`src/sv/vibration_window_alarm_top_macros.svh`:
```
// ----------------------------------------------------------------------------
// vibration_window_alarm_top_macros
// Assertion macros shared by the alarm block RTL.
// ----------------------------------------------------------------------------
`ifndef VIBRATION_WINDOW_ALARM_TOP_MACROS_SVH
`define VIBRATION_WINDOW_ALARM_TOP_MACROS_SVH

// same-cycle implication, sampled on clk, off while in reset
`define VWA_ASSERT_NOW(label, ante, cons, msg) \
  label: assert property (@(posedge clk) disable iff (!rst_n) (ante) |-> (cons)) \
    else $error(msg);

// next-cycle implication, sampled on clk, off while in reset
`define VWA_ASSERT_NEXT(label, ante, cons, msg) \
  label: assert property (@(posedge clk) disable iff (!rst_n) (ante) |=> (cons)) \
    else $error(msg);

`endif

```
`src/sv/vwa_pkg.sv`:
```
// ----------------------------------------------------------------------------
// vwa_pkg
// Types and constants for the vibration window alarm.
// ----------------------------------------------------------------------------
package vwa_pkg;

  localparam int unsigned ACC_W   = 16;   // signed Q7.8 axis sample
  localparam int unsigned MAG_W   = 17;   // axis magnitude, holds 32768
  localparam int unsigned SUM_W   = 32;   // sum of squares
  localparam int unsigned ROOT_W  = 16;   // floor root, Q8.8
  localparam int unsigned REM_W   = 17;   // stored root remainder
  localparam int unsigned LVL_W   = 16;   // Q8.8 levels
  localparam int unsigned TRIG_W  = 5;
  localparam int unsigned CNT_O_W = 5;    // reported window count
  localparam int unsigned STEP_W  = 4;    // sequencer step counter
  localparam int unsigned IN_W    = 48;
  localparam int unsigned IN_U_W  = 2;
  localparam int unsigned OUT_W   = 32;
  localparam int unsigned CFG_IDX_W  = 2;
  localparam int unsigned CFG_DATA_W = 16;

  localparam logic [STEP_W-1:0] SQR_LAST  = 4'd2;
  localparam logic [STEP_W-1:0] ROOT_LAST = 4'd15;

  localparam logic OP_SAMPLE = 1'b0;
  localparam logic OP_CANCEL = 1'b1;

  localparam logic [CFG_IDX_W-1:0] REG_GRAVITY   = 2'd0;
  localparam logic [CFG_IDX_W-1:0] REG_THRESHOLD = 2'd1;
  localparam logic [CFG_IDX_W-1:0] REG_MIN_MAG   = 2'd2;
  localparam logic [CFG_IDX_W-1:0] REG_TRIGGER   = 2'd3;

  localparam logic [LVL_W-1:0]  GRAVITY_RST   = 16'd2509;
  localparam logic [LVL_W-1:0]  THRESHOLD_RST = 16'd768;
  localparam logic [LVL_W-1:0]  MIN_MAG_RST   = 16'd256;
  localparam logic [TRIG_W-1:0] TRIGGER_RST   = 5'd8;

  typedef enum logic [4:0] {
    ST_IDLE   = 5'b00001,
    ST_SQR    = 5'b00010,
    ST_ROOT   = 5'b00100,
    ST_EVAL   = 5'b01000,
    ST_UPDATE = 5'b10000
  } state_t;

endpackage

```
`src/sv/vibration_window_alarm_top.sv`:
```
// Sample item: input transfer, then the squarer, root, evaluate and update states, then out_tvalid.
// Cancel item: idle goes straight to update. Either kind: a new item is taken only back in idle.
// The cost is set by one shared 17x17 squarer and a 2-bit-per-cycle root step.
// A waiting result does not block the next input transfer; only a full result register stalls.
// rst_n is synchronous, active low: window, count, alarm and peak clear, registers take defaults.
// ----------------------------------------------------------------------------
// vibration_window_alarm_top
// M-of-N shaking detector: magnitude by sequenced square and root, sliding
// flag window with running count, latched alarm and peak deviation.
// ----------------------------------------------------------------------------
`include "vibration_window_alarm_top_macros.svh"

module vibration_window_alarm_top
  import vwa_pkg::*;
#(
  parameter int unsigned WINDOW_DEPTH = 20
) (
  input  logic                  clk,
  input  logic                  rst_n,
  // tdata: accel_x[15:0], accel_y[31:16], accel_z[47:32]
  input  logic [IN_W-1:0]       in_tdata,
  // tuser: opcode[0], sample_valid[1]
  input  logic [IN_U_W-1:0]     in_tuser,
  input  logic                  in_tvalid,
  output logic                  in_tready,
  // tdata: alarm[0], alarm_raised[1], shaking[2], discarded[3],
  //        window_count[8:4], peak_deviation[24:9], zero[31:25]
  output logic [OUT_W-1:0]      out_tdata,
  output logic                  out_tvalid,
  input  logic                  out_tready,
  input  logic                  cfg_valid,
  output logic                  cfg_ready,
  input  logic [CFG_IDX_W-1:0]  cfg_index,
  input  logic [CFG_DATA_W-1:0] cfg_data
);

  localparam int unsigned PW    = (WINDOW_DEPTH > 1) ? $clog2(WINDOW_DEPTH) : 1;
  localparam int unsigned CW    = $clog2(WINDOW_DEPTH + 1);
  localparam int unsigned CXW   = CW + CNT_O_W;
  localparam logic [PW-1:0] POS_LAST = PW'(WINDOW_DEPTH - 1);

  state_t              state_r, state_nxt;
  logic [STEP_W-1:0]   step_r, step_nxt;

  logic [LVL_W-1:0]    gravity_r, threshold_r, min_mag_r;
  logic [TRIG_W-1:0]   trigger_r;

  logic                op_r, svalid_r;
  logic [MAG_W-1:0]    mag_x_r, mag_y_r, mag_z_r;
  logic [SUM_W-1:0]    sum_r, sum_nxt;
  logic [REM_W-1:0]    rem_r, rem_nxt;
  logic [ROOT_W-1:0]   root_r, root_nxt;
  logic [LVL_W-1:0]    dev_r;
  logic                shake_r, discard_r;

  logic [WINDOW_DEPTH-1:0] flags_r;
  logic [PW-1:0]       pos_r;
  logic [CW-1:0]       total_r;
  logic                alarm_r;
  logic [LVL_W-1:0]    peak_r;

  logic [OUT_W-1:0]    out_data_r;
  logic                out_valid_r;

  logic                in_fire, upd_fire, out_free;
  logic [MAG_W-1:0]    sq_op;
  logic [2*MAG_W-1:0]  sq_full;
  logic [REM_W+1:0]    rem_shift, trial;
  logic [LVL_W:0]      diff;
  logic [LVL_W-1:0]    dev_c;
  logic                flag_old;
  logic [CW-1:0]       total_upd;
  logic                raise_c;
  logic [LVL_W-1:0]    peak_upd;
  logic [CXW-1:0]      total_ext;
  logic [CNT_O_W-1:0]  count_sat;
  logic [OUT_W-1:0]    result_c;

  function automatic logic [MAG_W-1:0] abs_acc(input logic [ACC_W-1:0] v);
    logic [MAG_W-1:0] w;
    w = {1'b0, v};
    return v[ACC_W-1] ? MAG_W'(({MAG_W{1'b0}} | 17'h10000) - w) : w;
  endfunction

  assign in_tready  = (state_r == ST_IDLE);
  assign in_fire    = in_tvalid && in_tready;
  assign out_free   = !out_valid_r || out_tready;
  assign upd_fire   = (state_r == ST_UPDATE) && out_free;
  assign out_tvalid = out_valid_r;
  assign out_tdata  = out_data_r;
  assign cfg_ready  = 1'b1;

  // shared squarer, one axis per cycle
  always_comb begin
    case (step_r[1:0])
      2'd0:    sq_op = mag_x_r;
      2'd1:    sq_op = mag_y_r;
      2'd2:    sq_op = mag_z_r;
      default: sq_op = '0;
    endcase
    sq_full = sq_op * sq_op;
  end

  // root step: bring down two bits, try subtracting 4q+1
  always_comb begin
    rem_shift = {rem_r, sum_r[SUM_W-1 -: 2]};
    trial     = (REM_W + 2)'({root_r, 2'b01});
    if (rem_shift >= trial) begin
      rem_nxt  = REM_W'(rem_shift - trial);
      root_nxt = {root_r[ROOT_W-2:0], 1'b1};
    end else begin
      rem_nxt  = rem_shift[REM_W-1:0];
      root_nxt = {root_r[ROOT_W-2:0], 1'b0};
    end
  end

  always_comb begin
    sum_nxt = sum_r;
    case (state_r)
      ST_IDLE: sum_nxt = '0;
      ST_SQR:  sum_nxt = sum_r + sq_full[SUM_W-1:0];
      ST_ROOT: sum_nxt = {sum_r[SUM_W-3:0], 2'b00};
      default: sum_nxt = sum_r;
    endcase
  end

  assign diff  = {1'b0, root_r} - {1'b0, gravity_r};
  assign dev_c = diff[LVL_W] ? LVL_W'(~diff + 1'b1) : diff[LVL_W-1:0];

  // window commit
  always_comb begin
    flag_old  = flags_r[pos_r];
    total_upd = total_r;
    if (flag_old != shake_r) begin
      if (shake_r) begin
        total_upd = total_r + 1'b1;
      end else if (total_r != '0) begin
        total_upd = total_r - 1'b1;
      end
    end
    raise_c  = !alarm_r && (CXW'(total_upd) >= CXW'(trigger_r));
    peak_upd = (shake_r && dev_r > peak_r) ? dev_r : peak_r;
  end

  always_comb begin
    if (op_r == OP_CANCEL) begin
      total_ext = '0;
    end else if (discard_r) begin
      total_ext = CXW'(total_r);
    end else begin
      total_ext = CXW'(total_upd);
    end
    count_sat = (total_ext > CXW'(31)) ? CNT_O_W'(31) : total_ext[CNT_O_W-1:0];
    if (op_r == OP_CANCEL) begin
      result_c = '0;
    end else if (discard_r) begin
      result_c = OUT_W'({peak_r, count_sat, 1'b1, 1'b0, 1'b0, alarm_r});
    end else begin
      result_c = OUT_W'({peak_upd, count_sat, 1'b0, shake_r, raise_c,
                         alarm_r || raise_c});
    end
  end

  always_comb begin
    state_nxt = state_r;
    step_nxt  = step_r;
    case (state_r)
      ST_IDLE: begin
        step_nxt = '0;
        if (in_fire) begin
          state_nxt = (in_tuser[0] == OP_CANCEL) ? ST_UPDATE : ST_SQR;
        end
      end
      ST_SQR: begin
        step_nxt = step_r + 1'b1;
        if (step_r == SQR_LAST) begin
          state_nxt = ST_ROOT;
          step_nxt  = '0;
        end
      end
      ST_ROOT: begin
        step_nxt = step_r + 1'b1;
        if (step_r == ROOT_LAST) begin
          state_nxt = ST_EVAL;
        end
      end
      ST_EVAL:   state_nxt = ST_UPDATE;
      ST_UPDATE: begin
        if (out_free) begin
          state_nxt = ST_IDLE;
        end
      end
      default:   state_nxt = ST_IDLE;
    endcase
  end

  // control state
  always_ff @(posedge clk) begin
    if (!rst_n) begin
      state_r     <= ST_IDLE;
      step_r      <= '0;
      gravity_r   <= GRAVITY_RST;
      threshold_r <= THRESHOLD_RST;
      min_mag_r   <= MIN_MAG_RST;
      trigger_r   <= TRIGGER_RST;
      flags_r     <= '0;
      pos_r       <= '0;
      total_r     <= '0;
      alarm_r     <= 1'b0;
      peak_r      <= '0;
      out_valid_r <= 1'b0;
    end else begin
      state_r <= state_nxt;
      step_r  <= step_nxt;
      if (cfg_valid && cfg_ready) begin
        case (cfg_index)
          REG_GRAVITY:   gravity_r   <= cfg_data;
          REG_THRESHOLD: threshold_r <= cfg_data;
          REG_MIN_MAG:   min_mag_r   <= cfg_data;
          REG_TRIGGER:   trigger_r   <= cfg_data[TRIG_W-1:0];
          default:       ;
        endcase
      end
      // a new result replaces the one leaving in the same cycle
      if (upd_fire) begin
        out_valid_r <= 1'b1;
      end else if (out_tready) begin
        out_valid_r <= 1'b0;
      end
      if (upd_fire) begin
        if (op_r == OP_CANCEL) begin
          flags_r <= '0;
          total_r <= '0;
          alarm_r <= 1'b0;
          peak_r  <= '0;
        end else if (!discard_r) begin
          flags_r[pos_r] <= shake_r;
          total_r        <= total_upd;
          alarm_r        <= alarm_r || raise_c;
          peak_r         <= peak_upd;
          pos_r          <= (pos_r == POS_LAST) ? '0 : pos_r + 1'b1;
        end
      end
    end
  end

  // datapath, no reset
  always_ff @(posedge clk) begin
    sum_r <= sum_nxt;
    if (in_fire) begin
      op_r     <= in_tuser[0];
      svalid_r <= in_tuser[1];
      mag_x_r  <= abs_acc(in_tdata[15:0]);
      mag_y_r  <= abs_acc(in_tdata[31:16]);
      mag_z_r  <= abs_acc(in_tdata[47:32]);
    end
    if (state_r == ST_SQR) begin
      rem_r  <= '0;
      root_r <= '0;
    end else if (state_r == ST_ROOT) begin
      rem_r  <= rem_nxt;
      root_r <= root_nxt;
    end
    if (state_r == ST_EVAL) begin
      dev_r     <= dev_c;
      discard_r <= !svalid_r || (root_r < min_mag_r);
      shake_r   <= svalid_r && (root_r >= min_mag_r) && (dev_c > threshold_r);
    end
    if (upd_fire) begin
      out_data_r <= result_c;
    end
  end

  `VWA_ASSERT_NOW(a_count_matches_flags, 1'b1, total_r == CW'($countones(flags_r)),
                  "window count out of step with flags")
  `VWA_ASSERT_NEXT(a_cancel_clears, upd_fire && op_r == OP_CANCEL,
                   total_r == '0 && !alarm_r && peak_r == '0, "cancel left state behind")
  `VWA_ASSERT_NEXT(a_peak_holds, upd_fire && op_r == OP_SAMPLE,
                   peak_r >= $past(peak_r), "peak fell without cancel")
  `VWA_ASSERT_NOW(a_raise_sets_alarm, out_valid_r && out_data_r[1],
                  out_data_r[0] && alarm_r, "raised result without latched alarm")

endmodule
```
`config.mk`:
```
export PLATFORM = sky130hd
export DESIGN_NAME = vibration_window_alarm_top
export DESIGN_NICKNAME = d
export VERILOG_FILES = /design/src/sv/vwa_pkg.sv /design/src/sv/vibration_window_alarm_top.sv
export VERILOG_INCLUDE_DIRS = /design/src /design/src/sv
export SDC_FILE = /design/constraint.sdc
export NUM_CORES = 1
export LEC_CHECK = 0
export ABC_CLOCK_PERIOD_IN_PS = 8300
export BUFFER_PORTS_ARGS = -buffer_cell sky130_fd_sc_hd__buf_2
export CORE_MARGIN = 4
export CORE_UTILIZATION = 51
export DETAILED_ROUTE_END_ITERATION = 16
export PLACE_DENSITY = 0.68
export SYNTH_ARGS = -nofsm -noshare
export SYNTH_HDL_FRONTEND = slang
export SYNTH_SLANG_ARGS = --single-unit
```
`constraint.sdc`:
```
create_clock -name clk -period 8.3 [get_ports clk]
set_input_delay 0.415 -clock clk [delete_from_list [all_inputs] [get_ports clk]]
set_output_delay 0.415 -clock clk [all_outputs]
set_load 0.02 [all_outputs]
```
Word-level counts from Yosys, hierarchy flattened

Index checks and enable logic that the tools add are counted.

$add $sub $neg: 11
$mul: 1
Divide/modulo/power cells: 0
Magnitude comparators: 9
Eq/ne operators: 19
Shifts and indexed selects: 0
Muxes and demuxes: 40
Bitwise logic cells: 3
Reductions and logical operators: 26

Operators with widths:

| cell                                                                  | count |
|---|---|
| 32-bit one-hot mux with 3 select lines                                | 1 |
| 5-bit 2-to-1 mux                                                      | 14 |
| 16-bit 2-to-1 mux                                                     | 4 |
| 17-bit one-hot mux with 3 select lines                                | 1 |
| 17-bit by 16-bit subtractor with 17-bit output (first input constant) | 3 |
| 15-bit 2-to-1 mux                                                     | 3 |
| 20-bit 2-to-1 mux                                                     | 2 |
| 32-bit adder                                                          | 1 |
| 16-bit greater-than comparator                                        | 2 |
| 17-bit by 17-bit multiplier with 32-bit output                        | 1 |
| 25-bit 2-to-1 mux                                                     | 1 |
| 5-bit one-hot mux with 5 select lines                                 | 1 |
| 20-bit bitwise mux                                                    | 1 |
| 19-bit by 18-bit >= comparator with 1-bit output                      | 1 |
| 17-bit 2-to-1 mux                                                     | 1 |
| 16-bit by 16-bit subtractor with 17-bit output                        | 1 |
| 17-bit subtractor                                                     | 1 |
| 16-bit by 1-bit adder with 16-bit output (second input constant)      | 1 |
| 16-bit >= comparator                                                  | 1 |
| 16-bit less-than comparator                                           | 1 |
| 16-bit inverter                                                       | 1 |
| 4-bit one-hot mux with 3 select lines                                 | 1 |
| 5-bit by 1-bit adder with 5-bit output (second input constant)        | 2 |
| 5-bit == test (second input constant)                                 | 2 |
| other kinds (33)                                                      | 61 |

Bits in registers: 278
Bits in latches: 0
Bits in writable memories: 0
Memory bits (read-only): 0
Output and inout port bits: 35
Word-level logic and storage cells: 137
Memories: 0

Logic depth before layout (Yosys ltp)

Depth in word-level cells: 9
Depth in mapped cells: 33
Gate-level depth less buffers: 30

Least setup slack after synthesis

Ideal clock, no wire load.

Kind: reg2reg
Start: register step_r[0]
End: register sum_r[30] (data pin)
Library setup time: 261 ps
Arrival: 7208 ps
Data required time: 8039 ps
Slack: 831 ps
Stages on the path, launching flop included: 29
Path buffers: 3
Clock period less this slack: 7469 ps
Path through: dfxtp_1 > inv_1 > ha_1 > clkbuf_1 > clkbuf_1 > a22oi_1 > and2_1 > nor2_1 > inv_1 > nor2_1 > inv_1 > fa_1 > fa_1 > fa_1 > fa_1 > fa_1 > fa_1 > inv_1 > ha_1 > clkbuf_1 > a21o_1 > a311oi_1 > o21bai_1 > o21bai_1 > a21oi_1 > o21ai_1 > a211oi_1 > mux2i_1 > a221o_1

Cells in the longest elaborated chain, start to end: 5
Elaborated cells between the ends (all ways): 7

Ends and longest elaborated chain:

| item                                             | RTL line                          | source |
|---|---|---|
| start, declared                                  | vibration_window_alarm_top.sv:43  | `logic [STEP_W-1:0] step_r, step_nxt;` |
| start signal, assigned                           | vibration_window_alarm_top.sv:214 | `step_r <= step_nxt;` |
| 2-bit == test, or another cell as far along      | vibration_window_alarm_top.sv:95  | `case (step_r[1:0])` |
| 17-bit one-hot mux with 3 select lines *         | vibration_window_alarm_top.sv:95  |  |
| 17-bit by 17-bit multiplier with 32-bit output * | vibration_window_alarm_top.sv:101 | `sq_full = sq_op * sq_op;` |
| 32-bit adder *                                   | vibration_window_alarm_top.sv:121 | `ST_SQR: sum_nxt = sum_r + sq_full[SUM_W-1:0];` |
| 32-bit one-hot mux with 3 select lines *         | vibration_window_alarm_top.sv:119 | `case (state_r)` |
| end signal, assigned                             | vibration_window_alarm_top.sv:249 | `sum_r <= sum_nxt;` |
| end, declared                                    | vibration_window_alarm_top.sv:50  | `logic [SUM_W-1:0] sum_r, sum_nxt;` |

Mark *: on every way between the ends. The rest lies on a longest branch, timed or not.
A chain may end at the register's enable or synchronous reset.

Worst setup path in the final report

Ends and elaborated chain as after synthesis.

==> out/qor.yml <==
worst_setup_path:
  startpoint: "step_r[0]$_SDFFE_PN0P_"
  critical_path.max_fanout: 14
  cp.required_ns: 8.64
  r2r_cells: 24
  r2r_end: "sum_r[30]$_SDFFCE_PN0P_"
  cp-start-kind: "flop"
  r2r_setup_slack_ns: 0.40
  cp-end-kind: "flop"
  crit_type: "reg2reg"
  reg2reg_from: "step_r[0]$_SDFFE_PN0P_"
  arrival_ns: 8.24
  crit_end: "sum_r[30]$_SDFFCE_PN0P_"
finish:
  multi_input_area_sq_mm: 0.0147
  seqCellArea_sq_mm: 0.00671
  drive_gt1_share_pct: 8.76
  fillerInstances: 3967
  fin_util_pct: 57.0
  fin_area_sq_mm: 0.0254
  nNetsFinal: 3082
  antenna_cells: 0
  area_delta_synth_final_pct: 9.51
logic_synthesis:
  synthMuxAreaShare_pct: 2.40
  synthDistinctLibCells: 80
  synth_top_area_share_pct: 19.5
  synth_edf_count: 128
  synth_area_sq_mm: 0.0232
  synth-compound-area-share_pct: 13.1
  synth.area.top_cells: "fa_1 (19%), edfxtp_1 (17%), dfxtp_1 (12%)"
  synth_top_cell_by_area: "fa_1"
  synth-xor-area-share_pct: 4.39
  synthAdderAreaFrac_pct: 29.9
  synthCells: 2501
  yosysWarnings: 0
  ys.flop_type: "dfxtp_1"
  yosys.area_share.simple_pct: 13.2
  async_reset_ff_share_pct: 0
  synth_area_per_cell_sq_um: 9.26
  ys_seq_area_share_pct: 29.0
  synth_top_family_by_area: "adder cells"
  ys_ff_latch: 271
cts:
  clock_sinks: 271
  numCtsBuffers: 30
  cts_setup_buffers: 0
  cts_max_path_buffers: 3
  worstSkewPairLatency_ns: 0.59
  cts_root_buffer: "clkbuf_16"
  cts.clk_slew.worst_paths_ns: 0.06
  cts_tree: "done"
  htreeDepth: 1
place:
  port_buffers: 99
  pre_cts_slack_ns: 0.268
  place_area_sq_mm: 0.0244
  dp_hpwl_mm: 45.1
  gp_congestion: 1.01
global_routing:
  use_met1_pct: 31.1
  antenna_found_initial: 0
  grt_overflow: 0
  grt_use_met3_pct: 4.73
  grtUsageMet2_pct: 38.0
  grt_max_degree: 52
  grt_pass1_wl_mm: 92.3
  grt_pass1_vias: 17967
  grt-busiest-layer: "met2"
  grt_usage_pct: 22.9
timing:
  setup-tns-final_ns: 0
  fin_skew_ns: 0.0217
  clock.fmax_mhz: 127
  setup_violations: 0
  hold_viol: 0
  rsz0062_at_grt: "no"
  period_share_pct: 95.2
  worst_pin_slew_ns: 1.20
  relSlewSlack_pct: 20.0
  final_max_slew_viol_count: 0
  period_needed_ns: 7.90
  layout_setup_ws_ns: 0.400
job:
  cap_violations: 0
floorplanning:
  row_count: 77
  die_x_microns: 221
  initial_core_util_pct: 52.0
  io_pins: 108
  core_sq_mm: 0.0445
  die_h_microns: 221
  die-area_sq_mm: 0.0489
routing:
  viasPerCell: 5.51
  first_pass_iters: 7
  drtIter0Drc: 1175
  wl_mm: 56.4
  vias: 17654
  wl_per_cell_microns: 17.6
  postRouteAntennaNets: 0
  route.detailed.drc: 0
worst_hold_path:
  hold_class: "in2reg"
run_status:
  status: "finished clean"
critical path, cell delays in order, from the launching register on:
cell and delay [ns]:
dfxtp_1 0.45, inv_1 0.10, ha_1 0.40, buf_4 0.25
a222oi_1 0.45, or2_2 0.34, nor2_1 0.14, fa_1 0.56
inv_1 0.07, fa_1 0.51, fa_1 0.52, fa_1 0.51
fa_1 0.52, fa_1 0.56, inv_1 0.04, ha_1 0.38
a21o_1 0.20, a311oi_1 0.30, o21bai_1 0.10, o21bai_1 0.17
a21oi_1 0.28, o21ai_1 0.16, a211oi_1 0.27, mux2i_1 0.11
a221o_1 0.25
cell type report:
cell class | count | share of cell area [%]
Multi-Input combinational cell | 1759 | 57.9
Sequential cell | 271 | 26.4
Inverter | 387 | 5.74
Clock buffer | 39 | 3.38
Timing Repair Buffer | 141 | 3.21
Tap cell | 592 | 2.92
Clock inverter | 16 | 0.419
metrics by stage:
stage	hold slack, ns	std cells
after global placement	0.443	3149
after CTS	0.0265	3205
after detailed placement	0.447	3149
final	0.0540	3205
after global routing	0.0403	3205
after floorplan	0.433	2510
worst min-delay path by stage:
| stage | cells past startpoint | from | endpoint |
|---|---|---|---|
| floorplan | 1 | rem_r[15]$_SDFFE_PP0N_ | rem_r[15]$_SDFFE_PP0N_ |
| global placement | 2 | gravity_r[5]$_SDFFE_PN0P_ | gravity_r[5]$_SDFFE_PN0P_ |
| detailed placement | 2 | min_mag_r[13]$_SDFFE_PN0P_ | min_mag_r[13]$_SDFFE_PN0P_ |
| CTS | 1 | in_tuser[0] | op_r$_DFFE_PP_ |
| global route | 1 | in_tuser[0] | op_r$_DFFE_PP_ |
| finish | 1 | in_tuser[0] | op_r$_DFFE_PP_ |
layout by cell type (no fill, tap or decap), types with 7 or more instances in the layout:
| master | count |
|---|---|
| a211oi_1 | 10 |
| a21o_1 | 40 |
| a21oi_1 | 148 |
| a22o_1 | 21 |
| a22oi_1 | 15 |
| a31oi_1 | 7 |
| and2_1 | 20 |
| and3_1 | 13 |
| buf_2 | 99 |
| buf_4 | 41 |
| clkbuf_16 | 30 |
| clkbuf_8 | 7 |
| clkinv_1 | 7 |
| conb_1 | 11 |
| dfxtp_1 | 143 |
| edfxtp_1 | 128 |
| fa_1 | 225 |
| ha_1 | 193 |
| inv_1 | 385 |
| mux2i_1 | 41 |
| nand2_1 | 313 |
| nand2b_1 | 24 |
| nand3_1 | 23 |
| nand3b_1 | 7 |
| nand4_1 | 15 |
| nor2_1 | 168 |
| nor2b_1 | 16 |
| nor3_1 | 28 |
| nor4_1 | 8 |
| o211ai_1 | 10 |
| o21a_1 | 17 |
| o21ai_0 | 126 |
| o21bai_1 | 9 |
| o22ai_1 | 10 |
| o31ai_1 | 19 |
| o41ai_1 | 10 |
| or3_1 | 10 |
| xnor2_1 | 91 |
| xor2_1 | 25 |
timing repair:
item	in CTS	in global routing
endpoints found under the hold margin	1	0
gates resized for setup	0	3
hold buffers	1	0
endpoints found under the setup margin	0	4
Yosys cell counts, types with 4 or more instances:
cell type	count
and3_1	13
a22o_1	21
and2_1	21
nand4_1	15
a222oi_1	5
nand2b_1	24
inv_1	385
mux2i_1	41
nor2b_1	17
buf_4	8
o21bai_1	10
a211o_1	4
nor3b_1	6
clkbuf_1	76
or4_1	4
fa_1	225
a22oi_1	15
or3_1	10
o31ai_1	19
a21oi_1	148
edfxtp_1	128
mux4_2	5
xnor2_1	91
a211oi_1	10
xor2_1	25
nand3b_1	7
o21ai_0	126
o211ai_1	10
o21a_1	17
ha_1	194
or2_2	6
nand2_1	313
o41ai_1	10
nand3_1	23
nor2_1	170
o21ai_1	4
a31oi_1	7
a21o_1	40
o22ai_1	10
nor3_1	28
buf_1	6
dfxtp_1	143
nor4_1	8
metal layers:
metal / vias to the layer above / part of all wire [%]
met2: 557 / 47
li1: 8475 / -
met4: 0 / 2.6
met3: 111 / 7.2
met1: 8511 / 44
met5: - / 0
cell families (layout without fill, tap and decap cells):
logic type      count (synthesis)  in the layout
fa+ha+maj                     419            419
buf+inv                       480            583
simple gates                  681            681
other cells                     2             11
mux                            49             49
compound gates                483            483
xor+xnor                      116            116
flops                         271            271
registers in the layout, summed over array words and instances (netlist names), 4 cells and up:
signal	count
mag_y_r	17
gravity_r	16
step_r	4
threshold_r	16
mag_z_r	17
sum_r	32
mag_x_r	17
flags_r	20
dev_r	16
trigger_r	5
state_r	5
pos_r	5
peak_r	16
root_r	16
out_tdata	25
rem_r	17
min_mag_r	16
total_r	5
Power is not shown: default switching activity piles up to over one toggle a cycle in this logic, so the estimate is an artifact.
